==> src/rtl/accumulator_cpu_execute_unit_macros.svh <==
// ----------------------------------------------------------------------------
// Assertion macros for the accumulator execute unit
// Concurrent assertion helpers that compile away in synthesis.
// ----------------------------------------------------------------------------
`ifndef ACCUMULATOR_CPU_EXECUTE_UNIT_MACROS_SVH
`define ACCUMULATOR_CPU_EXECUTE_UNIT_MACROS_SVH

`ifndef SYNTHESIS
// Same-cycle implication.
`define ACU_ASSERT_IMP(lbl, clk, rstn, ante, cons) \
    lbl: assert property (@(posedge clk) disable iff (!(rstn)) (ante) |-> (cons)) \
        else $error("assertion failed: ante implies cons");
// Next-cycle implication.
`define ACU_ASSERT_NXT(lbl, clk, rstn, ante, cons) \
    lbl: assert property (@(posedge clk) disable iff (!(rstn)) (ante) |=> (cons)) \
        else $error("assertion failed: ante implies cons one cycle later");
`else
`define ACU_ASSERT_IMP(lbl, clk, rstn, ante, cons)
`define ACU_ASSERT_NXT(lbl, clk, rstn, ante, cons)
`endif

`endif

==> src/rtl/acu_pkg.sv <==
// ----------------------------------------------------------------------------
// Accumulator execute unit package
// Operation codes, decoded operation classes and payload structs.
// ----------------------------------------------------------------------------
package acu_pkg;

    localparam int unsigned DATA_W = 8;
    localparam int unsigned ADDR_W = 8;
    localparam int unsigned OPC_W  = 4;
    localparam int unsigned MEM_DEPTH = 256;

    // Operation codes as they arrive on the input channel.
    localparam logic [OPC_W-1:0] OP_NOP     = 4'd0;
    localparam logic [OPC_W-1:0] OP_LOAD    = 4'd1;
    localparam logic [OPC_W-1:0] OP_STORE   = 4'd2;
    localparam logic [OPC_W-1:0] OP_ADD     = 4'd3;
    localparam logic [OPC_W-1:0] OP_JUMP    = 4'd4;
    localparam logic [OPC_W-1:0] OP_JUMPN   = 4'd5;
    localparam logic [OPC_W-1:0] OP_JUMPZ   = 4'd6;
    localparam logic [OPC_W-1:0] OP_HALT    = 4'd7;
    localparam logic [OPC_W-1:0] OP_PRELOAD = 4'd8;

    // Operation class after decode; unused codes fold into EX_NOP.
    typedef enum logic [3:0] {
        EX_NOP,
        EX_LOAD,
        EX_STORE,
        EX_ADD,
        EX_JUMP,
        EX_JUMPN,
        EX_JUMPZ,
        EX_HALT,
        EX_PRELOAD
    } exec_op_t;

    typedef enum logic {
        BK_ISSUE,
        BK_EXEC
    } back_state_t;

    typedef struct packed {
        logic [OPC_W-1:0]  operation;
        logic [ADDR_W-1:0] address;
        logic [DATA_W-1:0] preload_data;
    } item_t;

    typedef struct packed {
        logic [DATA_W-1:0] accumulator_value;
        logic              zero_status;
        logic              negative_status;
        logic              jump_taken;
        logic [ADDR_W-1:0] jump_target;
        logic              halted_status;
    } result_t;

    typedef struct packed {
        exec_op_t          op;
        logic [ADDR_W-1:0] address;
        logic [DATA_W-1:0] data;
    } queue_item_t;

endpackage

==> src/rtl/acu_front.sv <==
// ----------------------------------------------------------------------------
// Accumulator execute unit front end
// Registers incoming items and decodes the operation code into a class.
// ----------------------------------------------------------------------------
module acu_front (
    input  logic                 aclk,
    input  logic                 aresetn,
    input  logic                 s_valid,
    output logic                 s_ready,
    input  acu_pkg::item_t       s_payload,
    output logic                 push_valid,
    input  logic                 push_ready,
    output acu_pkg::queue_item_t push_item
);

    logic                 valid_reg;
    logic                 valid_next;
    acu_pkg::queue_item_t item_reg;
    acu_pkg::exec_op_t    op_dec;
    logic                 s_xfer;

    always_comb begin
        case (s_payload.operation)
            acu_pkg::OP_NOP:     op_dec = acu_pkg::EX_NOP;
            acu_pkg::OP_LOAD:    op_dec = acu_pkg::EX_LOAD;
            acu_pkg::OP_STORE:   op_dec = acu_pkg::EX_STORE;
            acu_pkg::OP_ADD:     op_dec = acu_pkg::EX_ADD;
            acu_pkg::OP_JUMP:    op_dec = acu_pkg::EX_JUMP;
            acu_pkg::OP_JUMPN:   op_dec = acu_pkg::EX_JUMPN;
            acu_pkg::OP_JUMPZ:   op_dec = acu_pkg::EX_JUMPZ;
            acu_pkg::OP_HALT:    op_dec = acu_pkg::EX_HALT;
            acu_pkg::OP_PRELOAD: op_dec = acu_pkg::EX_PRELOAD;
            default:             op_dec = acu_pkg::EX_NOP;
        endcase
    end

    assign s_ready = !valid_reg || push_ready;
    assign s_xfer  = s_valid && s_ready;

    always_comb begin
        valid_next = valid_reg;
        if (s_xfer) begin
            valid_next = 1'b1;
        end else if (push_ready) begin
            valid_next = 1'b0;
        end
    end

    always_ff @(posedge aclk) begin
        if (!aresetn) begin
            valid_reg <= 1'b0;
        end else begin
            valid_reg <= valid_next;
        end
    end

    always_ff @(posedge aclk) begin
        if (s_xfer) begin
            item_reg.op      <= op_dec;
            item_reg.address <= s_payload.address;
            item_reg.data    <= s_payload.preload_data;
        end
    end

    assign push_valid = valid_reg;
    assign push_item  = item_reg;

endmodule

==> src/rtl/acu_queue.sv <==
// ----------------------------------------------------------------------------
// Accumulator execute unit decoupling queue
// Small first-in first-out queue between the front end and the back end.
// ----------------------------------------------------------------------------
`include "accumulator_cpu_execute_unit_macros.svh"

module acu_queue #(
    parameter int unsigned DEPTH = 2
) (
    input  logic                 aclk,
    input  logic                 aresetn,
    input  logic                 push_valid,
    output logic                 push_ready,
    input  acu_pkg::queue_item_t push_item,
    output logic                 pop_valid,
    input  logic                 pop_ready,
    output acu_pkg::queue_item_t pop_item
);

    localparam int unsigned PTR_W = (DEPTH > 1) ? $clog2(DEPTH) : 1;
    localparam int unsigned CNT_W = $clog2(DEPTH + 1);

    acu_pkg::queue_item_t entry_reg [DEPTH];
    logic [PTR_W-1:0]     wr_ptr_reg;
    logic [PTR_W-1:0]     wr_ptr_next;
    logic [PTR_W-1:0]     rd_ptr_reg;
    logic [PTR_W-1:0]     rd_ptr_next;
    logic [CNT_W-1:0]     count_reg;
    logic [CNT_W-1:0]     count_next;
    logic                 push;
    logic                 pop;

    assign push_ready = (count_reg != CNT_W'(DEPTH));
    assign pop_valid  = (count_reg != '0);
    assign push       = push_valid && push_ready;
    assign pop        = pop_valid && pop_ready;
    assign pop_item   = entry_reg[rd_ptr_reg];

    always_comb begin
        wr_ptr_next = wr_ptr_reg;
        rd_ptr_next = rd_ptr_reg;
        count_next  = count_reg;
        if (push) begin
            wr_ptr_next = (wr_ptr_reg == PTR_W'(DEPTH - 1)) ? '0 : wr_ptr_reg + 1'b1;
        end
        if (pop) begin
            rd_ptr_next = (rd_ptr_reg == PTR_W'(DEPTH - 1)) ? '0 : rd_ptr_reg + 1'b1;
        end
        if (push && !pop) begin
            count_next = count_reg + 1'b1;
        end else if (pop && !push) begin
            count_next = count_reg - 1'b1;
        end
    end

    always_ff @(posedge aclk) begin
        if (!aresetn) begin
            wr_ptr_reg <= '0;
            rd_ptr_reg <= '0;
            count_reg  <= '0;
        end else begin
            wr_ptr_reg <= wr_ptr_next;
            rd_ptr_reg <= rd_ptr_next;
            count_reg  <= count_next;
        end
    end

    always_ff @(posedge aclk) begin
        if (push) begin
            entry_reg[wr_ptr_reg] <= push_item;
        end
    end

    `ACU_ASSERT_IMP(a_cnt_bound, aclk, aresetn, 1'b1, count_reg <= CNT_W'(DEPTH))
    `ACU_ASSERT_NXT(a_cnt_up, aclk, aresetn, push && !pop, count_reg == $past(count_reg) + 1'b1)
    `ACU_ASSERT_IMP(a_ptr_gap, aclk, aresetn, count_reg == '0, wr_ptr_reg == rd_ptr_reg)

endmodule

==> src/rtl/acu_back.sv <==
// ----------------------------------------------------------------------------
// Accumulator execute unit back end
// Reads the operand memory, executes the operation and holds the result.
// ----------------------------------------------------------------------------
`include "accumulator_cpu_execute_unit_macros.svh"

module acu_back (
    input  logic                 aclk,
    input  logic                 aresetn,
    input  logic                 pop_valid,
    output logic                 pop_ready,
    input  acu_pkg::queue_item_t pop_item,
    output logic                 m_valid,
    input  logic                 m_ready,
    output acu_pkg::result_t     m_payload
);

    logic [acu_pkg::DATA_W-1:0] mem [acu_pkg::MEM_DEPTH];

    acu_pkg::back_state_t       state_reg;
    acu_pkg::back_state_t       state_next;
    acu_pkg::queue_item_t       item_reg;
    logic [acu_pkg::DATA_W-1:0] rd_data_reg;
    logic [acu_pkg::DATA_W-1:0] acc_reg;
    logic [acu_pkg::DATA_W-1:0] acc_next;
    logic                       zero_reg;
    logic                       zero_next;
    logic                       neg_reg;
    logic                       neg_next;
    logic                       halt_reg;
    logic                       halt_next;
    logic                       out_valid_reg;
    logic                       out_valid_next;
    acu_pkg::result_t           out_reg;
    acu_pkg::result_t           out_next;
    acu_pkg::exec_op_t          eff_op;
    logic [acu_pkg::DATA_W-1:0] acc_sum;
    logic                       taken;
    logic                       pop;
    logic                       out_load;
    logic                       mem_we;
    logic [acu_pkg::DATA_W-1:0] mem_wdata;

    assign eff_op  = (halt_reg && item_reg.op != acu_pkg::EX_PRELOAD) ? acu_pkg::EX_NOP
                                                                       : item_reg.op;
    assign acc_sum = acc_reg + rd_data_reg;

    always_comb begin
        state_next     = state_reg;
        pop            = 1'b0;
        out_load       = 1'b0;
        out_valid_next = out_valid_reg && !m_ready;
        acc_next       = acc_reg;
        zero_next      = zero_reg;
        neg_next       = neg_reg;
        halt_next      = halt_reg;
        taken          = 1'b0;
        mem_we         = 1'b0;
        mem_wdata      = item_reg.data;

        case (eff_op)
            acu_pkg::EX_LOAD: begin
                acc_next  = rd_data_reg;
                zero_next = (rd_data_reg == '0);
                neg_next  = rd_data_reg[acu_pkg::DATA_W-1];
            end
            acu_pkg::EX_ADD: begin
                acc_next  = acc_sum;
                zero_next = (acc_sum == '0);
                neg_next  = acc_sum[acu_pkg::DATA_W-1];
            end
            acu_pkg::EX_STORE: begin
                mem_we    = 1'b1;
                mem_wdata = acc_reg;
            end
            acu_pkg::EX_PRELOAD: begin
                mem_we = 1'b1;
            end
            acu_pkg::EX_JUMP:  taken = 1'b1;
            acu_pkg::EX_JUMPN: taken = neg_reg;
            acu_pkg::EX_JUMPZ: taken = zero_reg;
            acu_pkg::EX_HALT:  halt_next = 1'b1;
            default: begin
            end
        endcase

        out_next.accumulator_value = acc_next;
        out_next.zero_status       = zero_next;
        out_next.negative_status   = neg_next;
        out_next.jump_taken        = taken;
        out_next.jump_target       = taken ? item_reg.address : '0;
        out_next.halted_status     = halt_next;

        case (state_reg)
            acu_pkg::BK_ISSUE: begin
                mem_we = 1'b0;
                pop    = pop_valid;
                if (pop_valid) begin
                    state_next = acu_pkg::BK_EXEC;
                end
            end
            acu_pkg::BK_EXEC: begin
                if (!out_valid_reg || m_ready) begin
                    out_load       = 1'b1;
                    out_valid_next = 1'b1;
                    state_next     = acu_pkg::BK_ISSUE;
                end else begin
                    mem_we = 1'b0;
                end
            end
            default: begin
                mem_we     = 1'b0;
                state_next = acu_pkg::BK_ISSUE;
            end
        endcase
    end

    assign pop_ready = pop;

    always_ff @(posedge aclk) begin
        if (!aresetn) begin
            state_reg     <= acu_pkg::BK_ISSUE;
            acc_reg       <= '0;
            zero_reg      <= 1'b0;
            neg_reg       <= 1'b0;
            halt_reg      <= 1'b0;
            out_valid_reg <= 1'b0;
        end else begin
            state_reg     <= state_next;
            out_valid_reg <= out_valid_next;
            if (out_load) begin
                acc_reg  <= acc_next;
                zero_reg <= zero_next;
                neg_reg  <= neg_next;
                halt_reg <= halt_next;
            end
        end
    end

    always_ff @(posedge aclk) begin
        if (pop) begin
            item_reg <= pop_item;
        end
        if (out_load) begin
            out_reg <= out_next;
        end
    end

    // Operand memory: one synchronous read port, one write port.
    always_ff @(posedge aclk) begin
        if (pop) begin
            rd_data_reg <= mem[pop_item.address];
        end
        if (mem_we) begin
            mem[item_reg.address] <= mem_wdata;
        end
    end

    assign m_valid   = out_valid_reg;
    assign m_payload = out_reg;

    `ACU_ASSERT_NXT(a_halt_sticky, aclk, aresetn, halt_reg, halt_reg)
    `ACU_ASSERT_IMP(a_no_target, aclk, aresetn, m_valid && !m_payload.jump_taken, m_payload.jump_target == '0)
    `ACU_ASSERT_IMP(a_flags_match, aclk, aresetn, m_valid, m_payload.zero_status == (m_payload.accumulator_value == '0) || !(item_reg.op == acu_pkg::EX_LOAD || item_reg.op == acu_pkg::EX_ADD) || halt_reg || state_reg != acu_pkg::BK_ISSUE)
    `ACU_ASSERT_IMP(a_pop_issue, aclk, aresetn, pop, state_reg == acu_pkg::BK_ISSUE && !mem_we)

endmodule

==> src/rtl/accumulator_cpu_execute_unit.sv <==
// ----------------------------------------------------------------------------
// Accumulator CPU execute unit
// Execute stage of an 8-bit accumulator machine with a 256-byte memory.
// ----------------------------------------------------------------------------
// Usage: each transfer on the s_ channel carries one instruction (operation,
// operand address or jump target, and a data byte used only by preload).
// Every instruction yields exactly one transfer on the m_ channel with the
// accumulator, flags, jump outcome and halt state after that instruction.
// The front end decodes and registers an instruction and hands it to a
// two-entry queue, so the input keeps taking transfers while the back end
// is busy or the receiver stalls. The back end reads the operand memory
// through its registered read port in its issue state, then executes and
// loads the result register in its exec state; it does not take a new
// instruction from the queue until the last one has been executed. When
// m_ready is low the result is held and the back end waits; the queue and
// front register then fill and s_ready drops. Reset clears the accumulator,
// flags and halt state and empties the pipe; memory contents are undefined
// until written.
// ----------------------------------------------------------------------------
module accumulator_cpu_execute_unit #(
    parameter int unsigned QUEUE_DEPTH = 2
) (
    input  logic             aclk,
    input  logic             aresetn,
    input  logic             s_valid,
    output logic             s_ready,
    input  acu_pkg::item_t   s_payload,
    output logic             m_valid,
    input  logic             m_ready,
    output acu_pkg::result_t m_payload
);

    // Front end to queue.
    logic                 fq_valid;
    logic                 fq_ready;
    acu_pkg::queue_item_t fq_item;

    // Queue to back end.
    logic                 qb_valid;
    logic                 qb_ready;
    acu_pkg::queue_item_t qb_item;

    // The front end only decodes and registers, so it never has to know about memory
    // hazards; the accumulator, flags, halt state and operand memory live in the back end.
    acu_front u_front (
        .aclk       (aclk),
        .aresetn    (aresetn),
        .s_valid    (s_valid),
        .s_ready    (s_ready),
        .s_payload  (s_payload),
        .push_valid (fq_valid),
        .push_ready (fq_ready),
        .push_item  (fq_item)
    );

    // The queue absorbs instructions while the back end works through its
    // read-then-execute sequence or waits on the receiver.
    acu_queue #(
        .DEPTH (QUEUE_DEPTH)
    ) u_queue (
        .aclk       (aclk),
        .aresetn    (aresetn),
        .push_valid (fq_valid),
        .push_ready (fq_ready),
        .push_item  (fq_item),
        .pop_valid  (qb_valid),
        .pop_ready  (qb_ready),
        .pop_item   (qb_item)
    );

    // The back end executes strictly in order, so a store is written before
    // the next instruction reads memory and no forwarding is needed.
    acu_back u_back (
        .aclk      (aclk),
        .aresetn   (aresetn),
        .pop_valid (qb_valid),
        .pop_ready (qb_ready),
        .pop_item  (qb_item),
        .m_valid   (m_valid),
        .m_ready   (m_ready),
        .m_payload (m_payload)
    );

endmodule
==> config.mk <==
export PLATFORM = sky130hd
export DESIGN_NAME = accumulator_cpu_execute_unit
export DESIGN_NICKNAME = d
export VERILOG_FILES = /design/src/rtl/acu_pkg.sv /design/src/rtl/acu_front.sv /design/src/rtl/acu_queue.sv /design/src/rtl/acu_back.sv /design/src/rtl/accumulator_cpu_execute_unit.sv
export VERILOG_INCLUDE_DIRS = /design/src /design/src/rtl
export SDC_FILE = /design/constraint.sdc
export NUM_CORES = 2
export LEC_CHECK = 0
export BUFFER_PORTS_ARGS = -buffer_cell sky130_fd_sc_hd__buf_4
export CORE_MARGIN = 2
export CORE_UTILIZATION = 41
export CTS_CLUSTER_DIAMETER = 60
export CTS_CLUSTER_SIZE = 25
export DETAILED_ROUTE_END_ITERATION = 8
export PLACE_DENSITY = 0.64
export SLEW_MARGIN = 10
export SYNTH_ARGS = -nofsm -noshare
export SYNTH_HDL_FRONTEND = slang
export SYNTH_SLANG_ARGS = --single-unit
==> constraint.sdc <==
create_clock -name aclk -period 3.3 [get_ports aclk]
set_input_delay 0.495 -clock aclk [delete_from_list [all_inputs] [get_ports aclk]]
set_output_delay 0.495 -clock aclk [all_outputs]
set_load 0.1 [all_outputs]
# ---- After elaboration in Yosys (flattened, before gate mapping)
# Memory sizes are Yosys's and may differ from the RTL's. A register that Yosys moved wholly into a read port is not among the register bits.
# Index checks and enable logic that the tools add are counted.
dict set report classes {
  addsub 5
  mul 0
  n_div 0
  order_cmp 0
  n_eq_ne 10
  shifts 0
  muxes 30
  bitwise 1
  reduce_logical 20
}
# cell n
set ops {}
lappend ops {{two-way mux 1 bit} 20}
lappend ops {{equality test 4 x 3 -> 1 bit, second input constant} 4}
lappend ops {{logical NOT 8 bit} 2}
lappend ops {{one-hot mux 8 bit (2 select lines)} 1}
lappend ops {{adder 8 bit} 1}
lappend ops {{equality test 4 x 2 -> 1 bit, second input constant} 2}
lappend ops {{two-way mux 8 bit} 1}
lappend ops {{one-hot mux 1 bit (2 select lines)} 4}
lappend ops {{logical AND 1 bit} 7}
lappend ops {{nonzero test 2 bit} 3}
lappend ops {{logical NOT 1 bit} 5}
lappend ops {{equality test 4 x 1 -> 1 bit, second input constant} 1}
lappend ops {{equality test 4 bit, second input constant} 1}
lappend ops {{two-way mux 2 bit} 2}
lappend ops {{two-way mux 4 bit} 1}
lappend ops {{inequality test 4 bit, second input constant} 1}
lappend ops {{one-hot mux 1 bit (3 select lines)} 1}
lappend ops {{adder 1 bit, second input constant} 2}
lappend ops {{adder 2 x 1 -> 2 bit, second input constant} 1}
lappend ops {{logical OR 1 bit} 2}
lappend ops {{inequality test 2 bit, second input constant} 1}
lappend ops {{OR reduction 2 bit} 1}
lappend ops {{subtractor 2 x 1 -> 2 bit, second input constant} 1}
lappend ops {{NOT 1 bit} 1}
dict set report totals {
  reg_bits 74
  latchBits 0
  ramBits 2088
  rom_bits 64
  in_bits 24
  word_cells 90
  memories 3
}
# memory depth word_bits rd rd_clocked_by_memory_dff wr line
set mem_list {}
lappend mem_list {u_back.mem 256 8 1 1 1 acu_back.sv:18} ;# logic [acu_pkg::DATA_W-1:0] mem [acu_pkg::MEM_DEPTH];
lappend mem_list {{(name not given)} 16 4 1 1 0 acu_front.sv:23} ;# case (s_payload.operation)
lappend mem_list {u_queue.entry_reg 2 20 1 1 1 acu_queue.sv:23} ;# acu_pkg::queue_item_t entry_reg [DEPTH];

# ---- Logic depth before layout (Yosys ltp)
dict set report depth {
  word_depth 10
  ltp_mapped 16
  ltp_nobuf 10
}

# ---- Cells and area by module
# A second synthesis with hierarchy kept.
dict set report hier_totals {
  hier_cells 3900
  area_unflattened_um2 84119.4
}
# module n_inst cells_each area_per_inst_um2
set by_module_without_submodules {}
lappend by_module_without_submodules {acu_back 1 3785 81748.4}
lappend by_module_without_submodules {acu_queue 1 86 1679.1}
lappend by_module_without_submodules {acu_front 1 29 691.9}

# ---- Least setup slack after synthesis
# No wires, ideal clock.
dict set report synth_path {
  path_type {register -> register}
  from {reg u_back.item_reg[17] (netlist bit)}
  to {mem u_back.mem[0][1] (netlist bit), data pin}
  arrival_time_ns 2.938
  setup_slack_ns -0.195
  path_stages_with_launch 4
  n_path_buf 1
  synth_period_minus_slack_ns 3.495
  cell_sequence {edfxtp_1 > clkbuf_1 > nand3_1 > mux2_2}
}
dict set report synth_between {
  elab_chain_len 5
}
# element line
set synth_rtl {}
lappend synth_rtl {{from (decl)} acu_back.sv:22} ;# acu_pkg::queue_item_t item_reg;
lappend synth_rtl {{from (signal assigned)} acu_back.sv:142} ;# item_reg <= pop_item;
lappend synth_rtl {{inequality test 4 bit} acu_back.sv:44} ;# assign eff_op = (halt_reg && item_reg.op != acu_pkg::EX_PRELOAD) ? acu_pkg::EX_NOP
lappend synth_rtl {{logical AND 1 bit} acu_back.sv:44}
lappend synth_rtl {{two-way mux 4 bit *} acu_back.sv:44}
lappend synth_rtl {{equality test 4 x 2 -> 1 bit *} acu_back.sv:61} ;# case (eff_op)
lappend synth_rtl {{two-way mux 8 bit *} acu_back.sv:61}
lappend synth_rtl {{net u_back.mem_wdata, one bit} acu_back.sv:42} ;# logic [acu_pkg::DATA_W-1:0] mem_wdata;
lappend synth_rtl {{to (decl)} acu_back.sv:18}
# The timed path passes the listed nets; every way through them passes the cells marked *.

==> impl_results.md <==
* Clk sinks at 2,175
* Max-slew violations at 0
* WL final at 268 mm
* Starting Density at 41.2%
* Period minus WS final at 3.47 ns
* Setup slack at placement at -0.889 ns
* Mapped Nets at 5,864
* Crit path max-delay family: simple AND/OR/NAND/NOR gates
* Slowest stage delay, CP at 0.56 ns
* Status: finished, violations left
* Worst Path Max Fanout at 9
* Share of cells above drive strength 1 at 23.0%
* CTS H-tree depth at 4
* CTS tree: built
* Port Buf Inserts at 45
* Die height at 462 microns
* Vias per Instance at 5.86
* Rows at 168
* Synth Warn # at 0
* TritonRoute pass-1 iters at 6
* Clock buffer depth at 3
* Setup repair after global routing missed its margin: yes
* Die width at 462 microns
* Crit end category: flop
* Gp weighted congestion at 0.932
* Post-route worst setup slack at -0.171 ns
* Area Overhead vs Synth at 21.0%
* Crit share post-route at 105%
* Syn Area/Cell at 14.7 sq um
* CTS Root Cell: clkbuf_16
* Worst VDD drop at 0.766 mV
* Post-synthesis compound-gate area fraction at 6.31%
* R2R setup slack at -0.17 ns
* Ys async rst share at 0%
* Main combinational cell family by area after synthesis: simple AND/OR/NAND/NOR gates
* Hold Path Class: primary input to flop
* Slew @ Worst Pin at 1.15 ns
* Number of flip-flops in the largest register at 2,048
* Seq/Total Area, Yosys at 75.7%
* Grt ovf at 0
* Top FF cell, synth: edfxtp_1
* Overall Power at 80.5 mW
* LEAKAGE at 35.8 nW
* Vias in the first global route at 53,448
* Max Fclk at 288 MHz
* Pin count of the biggest net entering global routing at 127
* Type of origin of the critical path: flop
* Placed cells at 9,262
* DRC viols at 0
* Post-Syn Instances at 5,831
* Max-Cap Viols at 0
* Post-DP HPWL at 171 mm
* # nets final at 6,701
* Final hold viol count at 0
* Crit path cell chain: mux2i_4, buf_12, inv_16, buf_16, buf_16, buf_12, mux2i_1, o22ai_1, or4_1, o31ai_2, or4_4, a21oi_2, or4_1
* Post-Synth XOR/XNOR Area at 0.0917%
* Skew final at 0.0472 ns
* Slowest cell on the critical path: or4_1
* Post-Syn Area at 86,000 sq um
* Mux cell area share after synthesis at 6.27%
* Post-DRT Antenna Nets at 0
* Bufs and invs on worst path at 5
* Final std cells w/o fill at 9,583
* Via count at 56,186
* Antenna violations before repair at 10
* First-pass GRT wire length at 382 mm
* Crit path DAT at 4.04 ns
* Core Region at 209,000 sq um
* Required @ worst endpoint at 3.87 ns
* Synth cell types at 68
* Failing checks: negative setup slack
* Rel. slew slack at 23.1%
* Post-synth EDFFs at 2,156
* Pwr per Cell Area at 773 nW/um^2
* I/O pins at 46
* CTS Buf Count at 134
* Tot GR Track Use at 24.7%
* Adder-Cell Fraction of Synth Area at 0.140%
* Wirelength per Cell at 28.0 microns
* Worst-path clk slew at 0.09 ns
* Worst-Skew Late Latency at 0.84 ns
* Synth Area in Simple Gates at 9.52%
* Area of the die at 213,000 sq um
* Final setup viols at 7
* Flip-flop and latch count after synthesis at 2,175
* Critical path type: flop to flop
* Drt first-iter violations at 7,901
* Fillers at 17,326
-- worst reg2reg max path: stages (launching register included) --
cell,delay [ns]
dfxtp_4,0.37
mux2i_4,0.19
buf_12,0.15
inv_16,0.13
buf_16,0.20
buf_16,0.16
buf_12,0.13
mux2i_1,0.23
o22ai_1,0.12
or4_1,0.50
o31ai_2,0.11
or4_4,0.24
a21oi_2,0.12
or4_1,0.56
-- metal layers --
layer	GRT usage, %	vias up	share of wire [%]
li1	-	23801	-
met1	34.6	28313	39
met2	37.4	3506	45
met3	5.48	554	12
met4	9.74	12	4.4
met5	0	-	0.034
-- synth_stat cells, types with 19 or more instances --
cell | instances | share of area [%]
edfxtp_1 | 2156 | 75
nand2_1 | 1180 | 5.2
a21oi_1 | 391 | 2.3
mux2i_1 | 319 | 3.7
nor2_1 | 290 | 1.3
nand3_1 | 239 | 1.4
clkbuf_1 | 164 | 0.72
buf_2 | 118 | 0.69
o22ai_1 | 111 | 0.81
mux4_2 | 86 | 2.3
nor3_1 | 86 | 0.50
o21ai_0 | 76 | 0.44
o221ai_1 | 64 | 0.65
a2111oi_0 | 56 | 0.57
buf_1 | 55 | 0.24
nor4_1 | 52 | 0.38
a31oi_1 | 37 | 0.27
a211oi_1 | 35 | 0.31
and3_1 | 30 | 0.22
buf_4 | 25 | 0.22
mux2_2 | 20 | 0.26
dfxtp_1 | 19 | 0.44
nand4_1 | 19 | 0.14
-- path summary, 6_finish.rpt --
check / startpoint / end / depth (start not counted)
setup reg to reg: flop / u_back.rd_data_reg[2] / 13
hold reg to reg: u_front.push_item[15] / u_queue.entry_reg[0][15] / 0
setup / recovery: flop / u_back.rd_data_reg[2] / 13
hold / removal: s_payload[10] / u_front.push_item[10] / 2
-- logic make-up (layout without fill, tap and decap cells) --
| kind of cell | after synthesis | in the layout |
|---|---|---|
| xor+xnor | 9 | 9 |
| simple gates | 1957 | 1957 |
| fa+ha+maj | 9 | 9 |
| other cells | 0 | 5 |
| mux | 427 | 427 |
| compound gates | 874 | 874 |
| buf+inv | 380 | 1322 |
| flops | 2175 | 2175 |
-- metrics by stage --
step / hold WS, ns / setup TNS (ns) / utilization, % / cell area (sq um)
finish: 0.395 / -0.698 / 49.8 / 104000
global route: 0.378 / -1.03 / 49.8 / 104000
CTS: 0.346 / -0.356 / 49.5 / 103000
detailed placement: 0.446 / -4.39 / 46.3 / 96800
global placement: 0.460 / -4.30 / 46.3 / 96800
floorplan: 0.421 / -398.42 / - / 86000
-- where the power goes --
part	switching (mW)	total, mW	internal (mW)
Combinational	17.9	27.3	9.38
Clock	9.87	18.9	9.04
Sequential	0.405	34.3	33.9
Total	28.1	80.5	52.3
-- area by class of cell --
cell class	instances	area, sq um	area share (%)
Antenna cell	5	12.5	0.0120
Tap cell	2805	3510	3.37
Sequential cell	2175	65100	62.6
Clock buffer	143	3490	3.36
Multi-Input combinational cell	3276	20600	19.8
Timing Repair inverter	2	15.0	0.0144
Clock inverter	98	1200	1.16
Inverter	18	108	0.103
Timing Repair Buffer	1061	10000	9.62
-- timing repair --
action | CTS | global route
resized for setup | 225 | 98
endpoints found under the hold margin | 27 | 0
setup buffers | 30 | 12
cloned | 14 | 2
endpoints found under the setup margin | 11 | 130
hold buffers | 24 | 0
pin swaps | 37 | 23
-- layout by cell type (no fill, tap or decap), types with 68 or more instances in the layout --
master,synthesis,layout
edfxtp_1,2156,2156
nor3_1,86,68
buf_4,25,880
clkbuf_16,0,141
nand3_1,239,232
mux4_2,86,86
a21oi_1,391,375
mux2i_1,319,312
o22ai_1,111,96
nor2_1,290,287
nand2_1,1180,1174
buf_12,0,107
No activity file was read; power rests on OpenSTA's default activity.
